==> config.mk <==
export PLATFORM = sky130hd
export DESIGN_NAME = sensor_average_obstacle_steering_unit_flat
export DESIGN_NICKNAME = d
export VERILOG_FILES = /design/src/rtl/saos_pkg.sv /design/src/rtl/saos_in_if.sv /design/src/rtl/saos_out_if.sv /design/src/rtl/saos_ram.sv /design/src/rtl/saos_alu.sv /design/src/rtl/saos_ctrl.sv /design/src/rtl/sensor_average_obstacle_steering_unit.sv /design/src/flat_wrapper.sv
export SDC_FILE = /design/constraint.sdc
export NUM_CORES = 2
export LEC_CHECK = 0
export ABC_AREA = 0
export BUFFER_PORTS_ARGS = -buffer_cell sky130_fd_sc_hd__buf_2
export CAP_MARGIN = 40
export CELL_PAD_IN_SITES_DETAIL_PLACEMENT = 1
export CELL_PAD_IN_SITES_GLOBAL_PLACEMENT = 1
export CORE_ASPECT_RATIO = 1.75
export CORE_MARGIN = 2
export CORE_UTILIZATION = 33
export DETAILED_ROUTE_END_ITERATION = 10
export PLACE_DENSITY = 0.51
export SLEW_MARGIN = 20
export SYNTH_ARGS = -nofsm -noshare
export SYNTH_HDL_FRONTEND = slang
export SYNTH_HIERARCHICAL = 1
export SYNTH_SLANG_ARGS = --single-unit
==> constraint.sdc <==
create_clock -name clk -period 9.31 [get_ports clk]
set_input_delay 0.931 -clock clk [delete_from_list [all_inputs] [get_ports clk]]
set_output_delay 0.931 -clock clk [all_outputs]
set_load 0.01 [all_outputs]
==> src/rtl/saos_pkg.sv <==
// Shared constants, types and codes of the obstacle steering block.
package saos_pkg;

	localparam int SAMPLE_BITS  = 10;
	localparam int LEVEL_W      = 10;
	localparam int FRONT_WINDOW = 128;
	localparam int LEFT_WINDOW  = 16;
	localparam int RIGHT_WINDOW = 16;

	localparam int FRONT_AW = $clog2(FRONT_WINDOW);
	localparam int LEFT_AW  = $clog2(LEFT_WINDOW);
	localparam int RIGHT_AW = $clog2(RIGHT_WINDOW);

	localparam int SUM_W     = 24;
	localparam int OPW       = SUM_W + 1;
	localparam int ALU_W     = SUM_W + 3;
	localparam int CFG_IDX_W = 2;

	localparam logic [LEVEL_W-1:0] ENTER_RST = LEVEL_W'(150);
	localparam logic [LEVEL_W-1:0] LEAVE_RST = LEVEL_W'(60);
	localparam logic [LEVEL_W-1:0] LEFT_RST  = LEVEL_W'(40);
	localparam logic [LEVEL_W-1:0] RIGHT_RST = LEVEL_W'(40);

	typedef logic signed [SUM_W-1:0] sum_t;
	typedef logic signed [OPW-1:0]   opnd_t;

	typedef enum logic [CFG_IDX_W-1:0] {
		REG_ENTER = 2'd0,
		REG_LEAVE = 2'd1,
		REG_LEFT  = 2'd2,
		REG_RIGHT = 2'd3
	} reg_idx_t;

	typedef enum logic [1:0] {
		DIR_FWD   = 2'd0,
		DIR_BACK  = 2'd1,
		DIR_RIGHT = 2'd2,
		DIR_LEFT  = 2'd3
	} dir_t;

	typedef enum logic [2:0] {
		ST_IDLE,
		ST_FRONT,
		ST_LEFT,
		ST_RIGHT,
		ST_CMP_F,
		ST_CMP_S,
		ST_OUT
	} state_t;

	typedef struct packed {
		logic in_ready;
		logic out_valid;
		logic load;
		logic upd_front;
		logic upd_left;
		logic upd_right;
		logic cmp_front;
		logic cmp_side;
	} ctrl_t;

endpackage

==> src/rtl/saos_in_if.sv <==
// Request channel carrying one set of distance samples and the steering inputs.
interface saos_in_if;
	import saos_pkg::*;

	logic                   valid;
	logic                   ready;
	logic [SAMPLE_BITS-1:0] front_sample;
	logic [SAMPLE_BITS-1:0] left_sample;
	logic [SAMPLE_BITS-1:0] right_sample;
	logic [1:0]             current_direction;
	logic                   steer_enable;

	modport source (
		output valid, front_sample, left_sample, right_sample, current_direction, steer_enable,
		input  ready
	);

	modport sink (
		input  valid, front_sample, left_sample, right_sample, current_direction, steer_enable,
		output ready
	);
endinterface

==> src/rtl/saos_out_if.sv <==
// Result channel carrying the chosen direction and the three running sums.
interface saos_out_if;
	import saos_pkg::*;

	logic             valid;
	logic             ready;
	logic [1:0]       next_direction;
	logic             direction_changed;
	sum_t             front_total;
	sum_t             left_total;
	sum_t             right_total;

	modport source (
		output valid, next_direction, direction_changed, front_total, left_total, right_total,
		input  ready
	);

	modport sink (
		input  valid, next_direction, direction_changed, front_total, left_total, right_total,
		output ready
	);
endinterface

==> src/rtl/saos_ram.sv <==
// Generic single-port-write RAM with registered read.
module saos_ram #(
	parameter int WIDTH = 8,
	parameter int DEPTH = 16
) (
	input  logic                     clk,
	input  logic                     we,
	input  logic [$clog2(DEPTH)-1:0] waddr,
	input  logic [WIDTH-1:0]         wdata,
	input  logic                     re,
	input  logic [$clog2(DEPTH)-1:0] raddr,
	output logic [WIDTH-1:0]         rdata
);
	logic [WIDTH-1:0] mem_q [DEPTH];
	logic [WIDTH-1:0] rdata_q;

	always_ff @(posedge clk) begin
		if (we) begin
			mem_q[waddr] <= wdata;
		end
		if (re) begin
			rdata_q <= mem_q[raddr];
		end
	end

	assign rdata = rdata_q;
endmodule

==> src/rtl/saos_alu.sv <==
// Shared add/subtract unit: a - b + c with saturation and a sign test.
module saos_alu (
	input  saos_pkg::opnd_t a,
	input  saos_pkg::opnd_t b,
	input  saos_pkg::opnd_t c,
	output saos_pkg::sum_t  sat,
	output logic            gt
);
	import saos_pkg::*;

	localparam logic signed [ALU_W-1:0] HI = {{(ALU_W-SUM_W+1){1'b0}}, {(SUM_W-1){1'b1}}};
	localparam logic signed [ALU_W-1:0] LO = {{(ALU_W-SUM_W+1){1'b1}}, {(SUM_W-1){1'b0}}};

	logic signed [ALU_W-1:0] t;

	always_comb begin
		t = {{(ALU_W-OPW){a[OPW-1]}}, a} - {{(ALU_W-OPW){b[OPW-1]}}, b}
			+ {{(ALU_W-OPW){c[OPW-1]}}, c};
		if (t > HI) begin
			sat = HI[SUM_W-1:0];
		end else if (t < LO) begin
			sat = LO[SUM_W-1:0];
		end else begin
			sat = t[SUM_W-1:0];
		end
		gt = !t[ALU_W-1] && (t != '0);
	end
endmodule

==> src/rtl/saos_ctrl.sv <==
// Sequencer stepping one request through update, compare and result phases.
module saos_ctrl (
	input  logic            clk,
	input  logic            arst_n,
	input  logic            in_valid,
	input  logic            out_ready,
	output saos_pkg::ctrl_t ctl
);
	import saos_pkg::*;

	state_t state_q;
	state_t state_d;

	always_ff @(posedge clk or negedge arst_n) begin
		if (!arst_n) begin
			state_q <= ST_IDLE;
		end else begin
			state_q <= state_d;
		end
	end

	always_comb begin
		state_d = state_q;
		case (state_q)
			ST_IDLE:  if (in_valid) state_d = ST_FRONT;
			ST_FRONT: state_d = ST_LEFT;
			ST_LEFT:  state_d = ST_RIGHT;
			ST_RIGHT: state_d = ST_CMP_F;
			ST_CMP_F: state_d = ST_CMP_S;
			ST_CMP_S: state_d = ST_OUT;
			ST_OUT:   if (out_ready) state_d = ST_IDLE;
			default:  state_d = ST_IDLE;
		endcase
	end

	always_comb begin
		ctl = '0;
		case (state_q)
			ST_IDLE: begin
				ctl.in_ready = 1'b1;
				ctl.load     = in_valid;
			end
			ST_FRONT: ctl.upd_front = 1'b1;
			ST_LEFT:  ctl.upd_left  = 1'b1;
			ST_RIGHT: ctl.upd_right = 1'b1;
			ST_CMP_F: ctl.cmp_front = 1'b1;
			ST_CMP_S: ctl.cmp_side  = 1'b1;
			ST_OUT:   ctl.out_valid = 1'b1;
			default:  ctl = '0;
		endcase
	end
endmodule

==> src/rtl/sensor_average_obstacle_steering_unit.sv <==
// Top level: boxcar averages of three distance sensors and hysteretic steering choice.
//
//   channel  dir  handshake          carries
//   in_ch    in   valid/ready        front/left/right sample, current_direction, steer_enable
//   out_ch   out  valid/ready        next_direction, direction_changed, three running sums
//   cfg      in   cfg_we only        cfg_idx selects a threshold, cfg_data is its new value
//
// One request passes through three sum update steps and two compare steps, all through
// the single shared add/saturate unit; then the result waits in its registers until taken,
// and the block returns to idle before it can accept the next request.
// in_ch.ready is high only while idle; a stalled result simply holds the block in its
// result phase. Reset clears sums, slots and the history valid bits at once, so no
// clearing pass is needed.
module sensor_average_obstacle_steering_unit (
	input  logic                                clk,
	input  logic                                arst_n,
	saos_in_if.sink                             in_ch,
	saos_out_if.source                          out_ch,
	input  logic                                cfg_we,
	input  logic [saos_pkg::CFG_IDX_W-1:0]      cfg_idx,
	input  logic [saos_pkg::LEVEL_W-1:0]        cfg_data
);
	import saos_pkg::*;

	ctrl_t ctl;

	// thresholds
	logic [LEVEL_W-1:0] enter_q, leave_q, left_lim_q, right_lim_q;

	// latched request
	logic [SAMPLE_BITS-1:0] front_sample_q, left_sample_q, right_sample_q;
	logic                   steer_q;
	dir_t                   cur_q;

	// decision
	dir_t dir_q;
	logic decided_q;

	// ring state
	logic [FRONT_AW-1:0]     front_slot_q;
	logic [LEFT_AW-1:0]      left_slot_q;
	logic [RIGHT_AW-1:0]     right_slot_q;
	sum_t                    front_sum_q, left_sum_q, right_sum_q;
	logic [FRONT_WINDOW-1:0] front_wr_q;
	logic [LEFT_WINDOW-1:0]  left_wr_q;
	logic [RIGHT_WINDOW-1:0] right_wr_q;
	logic [LEVEL_W-1:0]      front_fill_q;

	logic [SAMPLE_BITS-1:0] front_rd, left_rd, right_rd;
	opnd_t                  front_old, left_old, right_old;

	logic [OPW-1:0] enter_t, leave_t, left_t, right_t;

	opnd_t alu_a, alu_b, alu_c;
	sum_t  alu_sat;
	logic  alu_gt;

	logic cur_side;
	logic fill_now;

	saos_ctrl u_ctrl (
		.clk       (clk),
		.arst_n    (arst_n),
		.in_valid  (in_ch.valid),
		.out_ready (out_ch.ready),
		.ctl       (ctl)
	);

	// Histories: read at the oldest slot when the request is taken, written in its update step.
	saos_ram #(.WIDTH(SAMPLE_BITS), .DEPTH(FRONT_WINDOW)) u_front_ram (
		.clk   (clk),
		.we    (ctl.upd_front),
		.waddr (front_slot_q),
		.wdata (front_sample_q),
		.re    (ctl.load),
		.raddr (front_slot_q),
		.rdata (front_rd)
	);

	saos_ram #(.WIDTH(SAMPLE_BITS), .DEPTH(LEFT_WINDOW)) u_left_ram (
		.clk   (clk),
		.we    (ctl.upd_left),
		.waddr (left_slot_q),
		.wdata (left_sample_q),
		.re    (ctl.load),
		.raddr (left_slot_q),
		.rdata (left_rd)
	);

	saos_ram #(.WIDTH(SAMPLE_BITS), .DEPTH(RIGHT_WINDOW)) u_right_ram (
		.clk   (clk),
		.we    (ctl.upd_right),
		.waddr (right_slot_q),
		.wdata (right_sample_q),
		.re    (ctl.load),
		.raddr (right_slot_q),
		.rdata (right_rd)
	);

	saos_alu u_alu (
		.a   (alu_a),
		.b   (alu_b),
		.c   (alu_c),
		.sat (alu_sat),
		.gt  (alu_gt)
	);

	// Configuration writes; unknown indexes have no effect.
	always_ff @(posedge clk or negedge arst_n) begin
		if (!arst_n) begin
			enter_q     <= ENTER_RST;
			leave_q     <= LEAVE_RST;
			left_lim_q  <= LEFT_RST;
			right_lim_q <= RIGHT_RST;
		end else if (cfg_we) begin
			case (reg_idx_t'(cfg_idx))
				REG_ENTER: enter_q     <= cfg_data;
				REG_LEAVE: leave_q     <= cfg_data;
				REG_LEFT:  left_lim_q  <= cfg_data;
				REG_RIGHT: right_lim_q <= cfg_data;
				default: ;
			endcase
		end
	end

	// Average tests are done on sums, so scale each threshold by its window.
	assign enter_t = OPW'(enter_q) * OPW'(FRONT_WINDOW);
	assign leave_t = OPW'(leave_q) * OPW'(FRONT_WINDOW);
	assign left_t  = OPW'(left_lim_q) * OPW'(LEFT_WINDOW);
	assign right_t = OPW'(right_lim_q) * OPW'(RIGHT_WINDOW);

	// Front entries unwritten since reset or a fill read as the fill value; side ones as zero.
	assign front_old = front_wr_q[front_slot_q] ? opnd_t'(front_rd) : opnd_t'(front_fill_q);
	assign left_old  = left_wr_q[left_slot_q]   ? opnd_t'(left_rd)  : '0;
	assign right_old = right_wr_q[right_slot_q] ? opnd_t'(right_rd) : '0;

	assign cur_side = (cur_q == DIR_LEFT) || (cur_q == DIR_RIGHT);

	// Steer the shared unit's operands by phase.
	always_comb begin
		alu_a = '0;
		alu_b = '0;
		alu_c = '0;
		if (ctl.upd_front) begin
			alu_a = opnd_t'(front_sum_q);
			alu_b = front_old;
			alu_c = opnd_t'(front_sample_q);
		end else if (ctl.upd_left) begin
			alu_a = opnd_t'(left_sum_q);
			alu_b = left_old;
			alu_c = opnd_t'(left_sample_q);
		end else if (ctl.upd_right) begin
			alu_a = opnd_t'(right_sum_q);
			alu_b = right_old;
			alu_c = opnd_t'(right_sample_q);
		end else if (ctl.cmp_front) begin
			// forward: sum > enter; otherwise: leave > sum
			if (cur_q == DIR_FWD) begin
				alu_a = opnd_t'(front_sum_q);
				alu_b = opnd_t'(enter_t);
			end else begin
				alu_a = opnd_t'(leave_t);
				alu_b = opnd_t'(front_sum_q);
			end
		end else if (ctl.cmp_side) begin
			if (cur_q == DIR_LEFT) begin
				alu_a = opnd_t'(left_sum_q);
				alu_b = opnd_t'(left_t);
			end else begin
				alu_a = opnd_t'(right_sum_q);
				alu_b = opnd_t'(right_t);
			end
		end
	end

	assign fill_now = ctl.cmp_front && steer_q && alu_gt && ((cur_q == DIR_FWD) || cur_side);

	// Latch the request.
	always_ff @(posedge clk) begin
		if (ctl.load) begin
			front_sample_q <= in_ch.front_sample;
			left_sample_q  <= in_ch.left_sample;
			right_sample_q <= in_ch.right_sample;
		end
	end

	always_ff @(posedge clk or negedge arst_n) begin
		if (!arst_n) begin
			steer_q   <= 1'b0;
			cur_q     <= DIR_FWD;
			dir_q     <= DIR_FWD;
			decided_q <= 1'b0;
		end else if (ctl.load) begin
			steer_q   <= in_ch.steer_enable;
			cur_q     <= dir_t'(in_ch.current_direction);
			dir_q     <= dir_t'(in_ch.current_direction);
			decided_q <= 1'b0;
		end else if (ctl.cmp_front) begin
			// front hysteresis takes priority over the side limits
			if (fill_now) begin
				dir_q     <= (cur_q == DIR_FWD) ? DIR_RIGHT : DIR_FWD;
				decided_q <= 1'b1;
			end
		end else if (ctl.cmp_side) begin
			if (steer_q && !decided_q && alu_gt) begin
				if (cur_q == DIR_LEFT) begin
					dir_q <= DIR_RIGHT;
				end else if (cur_q == DIR_RIGHT) begin
					dir_q <= DIR_LEFT;
				end
			end
		end
	end

	// Front ring: update sum, mark the slot written, advance; a fill drops all marks.
	always_ff @(posedge clk or negedge arst_n) begin
		if (!arst_n) begin
			front_sum_q  <= '0;
			front_slot_q <= '0;
			front_wr_q   <= '0;
			front_fill_q <= '0;
		end else if (ctl.upd_front) begin
			front_sum_q              <= alu_sat;
			front_wr_q[front_slot_q] <= 1'b1;
			front_slot_q <= (front_slot_q == FRONT_AW'(FRONT_WINDOW - 1)) ? '0
				: front_slot_q + FRONT_AW'(1);
		end else if (fill_now) begin
			front_wr_q   <= '0;
			front_fill_q <= (cur_q == DIR_FWD) ? enter_q : leave_q;
		end
	end

	always_ff @(posedge clk or negedge arst_n) begin
		if (!arst_n) begin
			left_sum_q  <= '0;
			left_slot_q <= '0;
			left_wr_q   <= '0;
		end else if (ctl.upd_left) begin
			left_sum_q             <= alu_sat;
			left_wr_q[left_slot_q] <= 1'b1;
			left_slot_q <= (left_slot_q == LEFT_AW'(LEFT_WINDOW - 1)) ? '0
				: left_slot_q + LEFT_AW'(1);
		end
	end

	always_ff @(posedge clk or negedge arst_n) begin
		if (!arst_n) begin
			right_sum_q  <= '0;
			right_slot_q <= '0;
			right_wr_q   <= '0;
		end else if (ctl.upd_right) begin
			right_sum_q              <= alu_sat;
			right_wr_q[right_slot_q] <= 1'b1;
			right_slot_q <= (right_slot_q == RIGHT_AW'(RIGHT_WINDOW - 1)) ? '0
				: right_slot_q + RIGHT_AW'(1);
		end
	end

	// Handshakes and result payload straight from the registers.
	assign in_ch.ready              = ctl.in_ready;
	assign out_ch.valid             = ctl.out_valid;
	assign out_ch.next_direction    = dir_q;
	assign out_ch.direction_changed = (dir_q != cur_q);
	assign out_ch.front_total       = front_sum_q;
	assign out_ch.left_total        = left_sum_q;
	assign out_ch.right_total       = right_sum_q;

	// Never take a request while a result is being offered.
	a_no_overlap: assert property (@(posedge clk) disable iff (!arst_n)
		!(in_ch.ready && out_ch.valid))
		else $error("request accepted while result pending");

	// A front fill leaves every front entry reading as the fill level.
	a_fill_clears: assert property (@(posedge clk) disable iff (!arst_n)
		fill_now |=> (front_wr_q == '0))
		else $error("front fill did not drop history marks");

	// The front sum moves only in its own update step.
	a_front_sum_hold: assert property (@(posedge clk) disable iff (!arst_n)
		!ctl.upd_front |=> $stable(front_sum_q))
		else $error("front sum changed outside its update");

	// Backward is never left by the decision.
	a_back_kept: assert property (@(posedge clk) disable iff (!arst_n)
		(out_ch.valid && (cur_q == DIR_BACK)) |-> (dir_q == DIR_BACK))
		else $error("backward direction was changed");
endmodule
==> src/flat_wrapper.sv <==
// flat-port wrapper written by rule: the top's interface ports become plain ports
module sensor_average_obstacle_steering_unit_flat import saos_pkg::*;
  (clk, arst_n, cfg_we, cfg_idx, cfg_data, in_ch_valid, in_ch_front_sample, in_ch_left_sample, in_ch_right_sample, in_ch_current_direction, in_ch_steer_enable, in_ch_ready, out_ch_valid, out_ch_next_direction, out_ch_direction_changed, out_ch_front_total, out_ch_left_total, out_ch_right_total, out_ch_ready);
  saos_in_if in_ch_i ();
  saos_out_if out_ch_i ();
  input  logic clk;
  input  logic arst_n;
  input  logic cfg_we;
  input  logic [saos_pkg::CFG_IDX_W-1:0] cfg_idx;
  input  logic [saos_pkg::LEVEL_W-1:0] cfg_data;
  input wire logic [$bits(in_ch_i.valid)-1:0] in_ch_valid;
  input wire logic [$bits(in_ch_i.front_sample)-1:0] in_ch_front_sample;
  input wire logic [$bits(in_ch_i.left_sample)-1:0] in_ch_left_sample;
  input wire logic [$bits(in_ch_i.right_sample)-1:0] in_ch_right_sample;
  input wire logic [$bits(in_ch_i.current_direction)-1:0] in_ch_current_direction;
  input wire logic [$bits(in_ch_i.steer_enable)-1:0] in_ch_steer_enable;
  output wire logic [$bits(in_ch_i.ready)-1:0] in_ch_ready;
  output wire logic [$bits(out_ch_i.valid)-1:0] out_ch_valid;
  output wire logic [$bits(out_ch_i.next_direction)-1:0] out_ch_next_direction;
  output wire logic [$bits(out_ch_i.direction_changed)-1:0] out_ch_direction_changed;
  output wire logic [$bits(out_ch_i.front_total)-1:0] out_ch_front_total;
  output wire logic [$bits(out_ch_i.left_total)-1:0] out_ch_left_total;
  output wire logic [$bits(out_ch_i.right_total)-1:0] out_ch_right_total;
  input wire logic [$bits(out_ch_i.ready)-1:0] out_ch_ready;
  assign in_ch_i.valid = in_ch_valid;
  assign in_ch_i.front_sample = in_ch_front_sample;
  assign in_ch_i.left_sample = in_ch_left_sample;
  assign in_ch_i.right_sample = in_ch_right_sample;
  assign in_ch_i.current_direction = in_ch_current_direction;
  assign in_ch_i.steer_enable = in_ch_steer_enable;
  assign in_ch_ready = in_ch_i.ready;
  assign out_ch_valid = out_ch_i.valid;
  assign out_ch_next_direction = out_ch_i.next_direction;
  assign out_ch_direction_changed = out_ch_i.direction_changed;
  assign out_ch_front_total = out_ch_i.front_total;
  assign out_ch_left_total = out_ch_i.left_total;
  assign out_ch_right_total = out_ch_i.right_total;
  assign out_ch_i.ready = out_ch_ready;
  sensor_average_obstacle_steering_unit u_core (.clk(clk), .arst_n(arst_n), .in_ch(in_ch_i), .out_ch(out_ch_i), .cfg_we(cfg_we), .cfg_idx(cfg_idx), .cfg_data(cfg_data));
endmodule
==> flow_metrics.tcl <==
set metrics [dict create \
    status "completed" \
    post-route-util_pct 38.4 \
    synth-xor-area-share_pct 0.592 \
    period_share_pct 94.4 \
    fin_crit_ns 8.79 \
    clk_latency_ns 0.86 \
    synth_top_family_by_area "multiplexers" \
    synth.area.mux_share_pct 17.4 \
    synth_compound_area_share_pct 4.47 \
    vias 42627 \
    nNetsFinal 4922 \
    via_per_inst 5.18 \
    area_delta_synth_final_pct 15.9 \
    grt_use_total_pct 19.0 \
    synth-seq-cells 1966 \
    max_freq_mhz 114 \
    cap_violations 0 \
    drive_gt1_share_pct 28.5 \
    highest_layer "met4" \
    final_cells 8226 \
    slowest_delay_ns 0.52 \
    drv_slew 0 \
    dieArea_um2 250000 \
    drtAntennaViolNets 0 \
    antenna_found_initial 4 \
    fin_skew_ns 0.0686 \
    ys_seq_area_share_pct 70.9 \
    dpl.hpwl_mm 162 \
    holdCritPathClass "in2async" \
    cts_buffer_depth 4 \
    setup.worst_path.class "reg2reg" \
    rr_endpoint "u_core/front_wr_q[3]" \
    maxSlewHeadroom_pct 41.8 \
    drc 0 \
    wl_met1_mm 85.0 \
    portBuffers 126 \
    place_area_um2 87500 \
    finalSetupViolCount 0 \
    wl_per_cell_um 28.8 \
    gp_congestion 0.809 \
    total_leakage_power_nw 31.2 \
    tritoncts "done" \
    yosys.area_share.simple_pct 4.08 \
    grt_max_degree 120 \
    clockRootBuffer "clkbuf_16" \
    wl_met3_mm 6.46 \
    grt_pass1_vias 46726 \
    crit_end "u_core/front_wr_q[3]" \
    ys.warnings.count 6 \
    critPathSlowestCell "dfrtp_4" \
    async_reset_ff_share_pct 15.6 \
    crit_start "u_core/front_slot_q[0]" \
    reg2reg_depth 35 \
    fillers 24005 \
    dpl.cell_count 7862 \
    synth_top_flop_cell "edfxtp_1" \
    wl_met2_mm 137 \
    synthAdderAreaFrac_pct 0.990 \
    mostFrequentLayoutCells "edfxtp_1 (1660), mux4_2 (506), nor2_1 (332), dfrtp_1 (283), buf_4 (230)" \
    ir_drop_v 0.000964 \
    drtPass1Iterations 5 \
    coreArea_um2 244000 \
    path_clk_slew_ns 0.06 \
    cp.required_ns 10.00 \
    pin_count 127 \
    cts_hold_buf 0 \
    synth_area_um2 81100 \
    initial_core_util_pct 33.2 \
    die_h_um 660 \
    grt-ovfl-total 0 \
    crit_arrival_ns 9.48 \
    cellPowerDensity_nw_per_um2 399 \
    finalInstanceArea_um2 94000 \
    postRouteWirelength_mm 237 \
    synth_edf_count 1660 \
    cts_num_sinks 1966 \
    start_kind "flop" \
    drt_iter0_drc 2702 \
    layout_commonest_cell "edfxtp_1" \
    syn_inst 4416 \
    cts_buffers 193 \
    r2r_slack_ns 0.52 \
    rows 240 \
    htree_levels 4 \
    grt_pass1_wl_mm 344 \
    die_w_um 379 \
    tightest_slew_ns 0.874 \
    timing.rr.start "u_core/front_slot_q[0]" \
    end_kind "flop" \
    synth_cell_type_count 84 \
    critPathMaxFanout 37 \
    hold_viol 0 \
    avgSynthCellArea_um2 18.4 \
]
-- logic make-up (layout without fill, tap and decap cells) --
kind of cell / count (synthesis) / count (layout)
compound gates: 568 / 568
xor+xnor: 54 / 54
fa+ha+maj: 63 / 63
buf+inv: 287 / 811
flops: 1966 / 1966
mux: 711 / 711
other cells: 1 / 20
simple gates: 766 / 766
-- worst min path at each step --
stage                               startpoint                    end  cells after the start
after global placement     u_core/left_wr_q[6]    u_core/left_wr_q[6]                      1
after global routing                    arst_n  u_core/front_wr_q[98]                      1
final                                   arst_n  u_core/front_wr_q[98]                      1
after CTS                               arst_n  u_core/front_wr_q[75]                      1
after detailed placement   u_core/left_wr_q[6]    u_core/left_wr_q[6]                      1
after floorplan           u_core/left_wr_q[10]   u_core/left_wr_q[10]                      1
-- per-layer routing --
layer | up-vias | GRT usage (%)
met1 | 23078 | 20.6
met5 | - | 0
met2 | 716 | 37.5
met3 | 345 | 2.03
li1 | 18488 | -
met4 | 0 | 6.73
-- power breakdown --
part           switching [mW]  internal (mW)  total [mW]
logic                    11.1           7.13        18.2
clock network            3.40           4.47        7.87
registers               0.726           10.7        11.4
total                    15.2           22.3        37.5
-- cell usage after synthesis (all sizes together), types with 7 or more instances --
master / instances / area share, %
a211oi: 13 / 0.13
a21boi: 8 / 0.074
a21o: 36 / 0.33
a21oi: 193 / 1.2
a221oi: 14 / 0.18
a22oi: 66 / 0.61
a31o: 8 / 0.097
a31oi: 22 / 0.17
and2: 16 / 0.12
and3: 7 / 0.054
buf: 87 / 0.66
clkbuf: 149 / 0.69
dfrtp: 294 / 9.1
dfstp: 12 / 0.39
edfxtp: 1660 / 61
ha: 61 / 0.94
inv: 51 / 0.24
mux2: 127 / 1.8
mux2i: 49 / 0.60
mux4: 535 / 15
nand2: 212 / 0.98
nand2b: 20 / 0.15
nand3: 34 / 0.21
nand3b: 8 / 0.074
nand4: 12 / 0.093
nor2: 363 / 1.7
nor2b: 29 / 0.22
nor3: 41 / 0.27
o21a: 8 / 0.074
o21ai: 117 / 0.77
o21bai: 15 / 0.14
o221ai: 7 / 0.076
o22ai: 16 / 0.12
o31ai: 15 / 0.15
xnor2: 40 / 0.43
xor2: 14 / 0.16
-- repair_timing --
item | 4_1_cts | 5_1_grt
gates resized for setup | 0 | 1
endpoints found under the setup margin | 0 | 108
setup buffers | 0 | 8
-- cell type report --
type | instances | area (um2) | share of cell area (%)
Sequential cell | 1966 | 57500 | 61.2
Antenna cell | 3 | 7.51 | 0.00799
Clock inverter | 95 | 1050 | 1.12
Tap cell | 3267 | 4090 | 4.35
Multi-Input combinational cell | 2179 | 22500 | 24.0
Clock buffer | 247 | 5100 | 5.43
Timing Repair Buffer | 418 | 3440 | 3.67
Inverter | 51 | 191 | 0.204
-- worst max-delay path, delay by kind of cell (launching register included) --
family	cells	cell delay, ns
buf+inv	5	1.03
simple gates	9	1.28
flops	1	0.52
compound gates	14	3.70
xor+xnor	2	0.21
mux	3	1.03
fa+ha+maj	2	0.78
-- state kept, by name, summed over array words and instances, names as in the netlist, 4 cells and up --
register	count
u_core/u_left_ram/mem_q	160
u_core/out_ch.right_total	24
u_core/front_fill_q	10
u_core/right_slot_q	4
u_core/right_wr_q	16
u_core/left_slot_q	4
u_core/front_wr_q	128
u_core/u_right_ram/rdata	10
u_core/u_front_ram/mem_q	1280
u_core/out_ch.front_total	24
u_core/u_front_ram/rdata	10
u_core/out_ch.left_total	24
u_core/left_sample_q	10
u_core/leave_q	10
u_core/enter_q	10
u_core/right_lim_q	10
u_core/left_lim_q	10
u_core/u_left_ram/rdata	10
u_core/front_sample_q	10
u_core/right_sample_q	10
u_core/left_wr_q	16
u_core/front_slot_q	7
u_core/u_right_ram/mem_q	160
-- per-stage QoR --
step	setup WS (ns)	hold WS, ns	TNS, ns	total power [mW]
final	0.525	0.103	0	37.5
after global routing	-0.00432	0.132	-0.00432	39.6
after CTS	0.253	0.0939	0	37.9
after detailed placement	0.343	0.440	0	29.9
after global placement	0.311	0.434	0	29.6
after floorplan	1.67	0.423	0	23.4
Power figures use the tool's default switching activity.
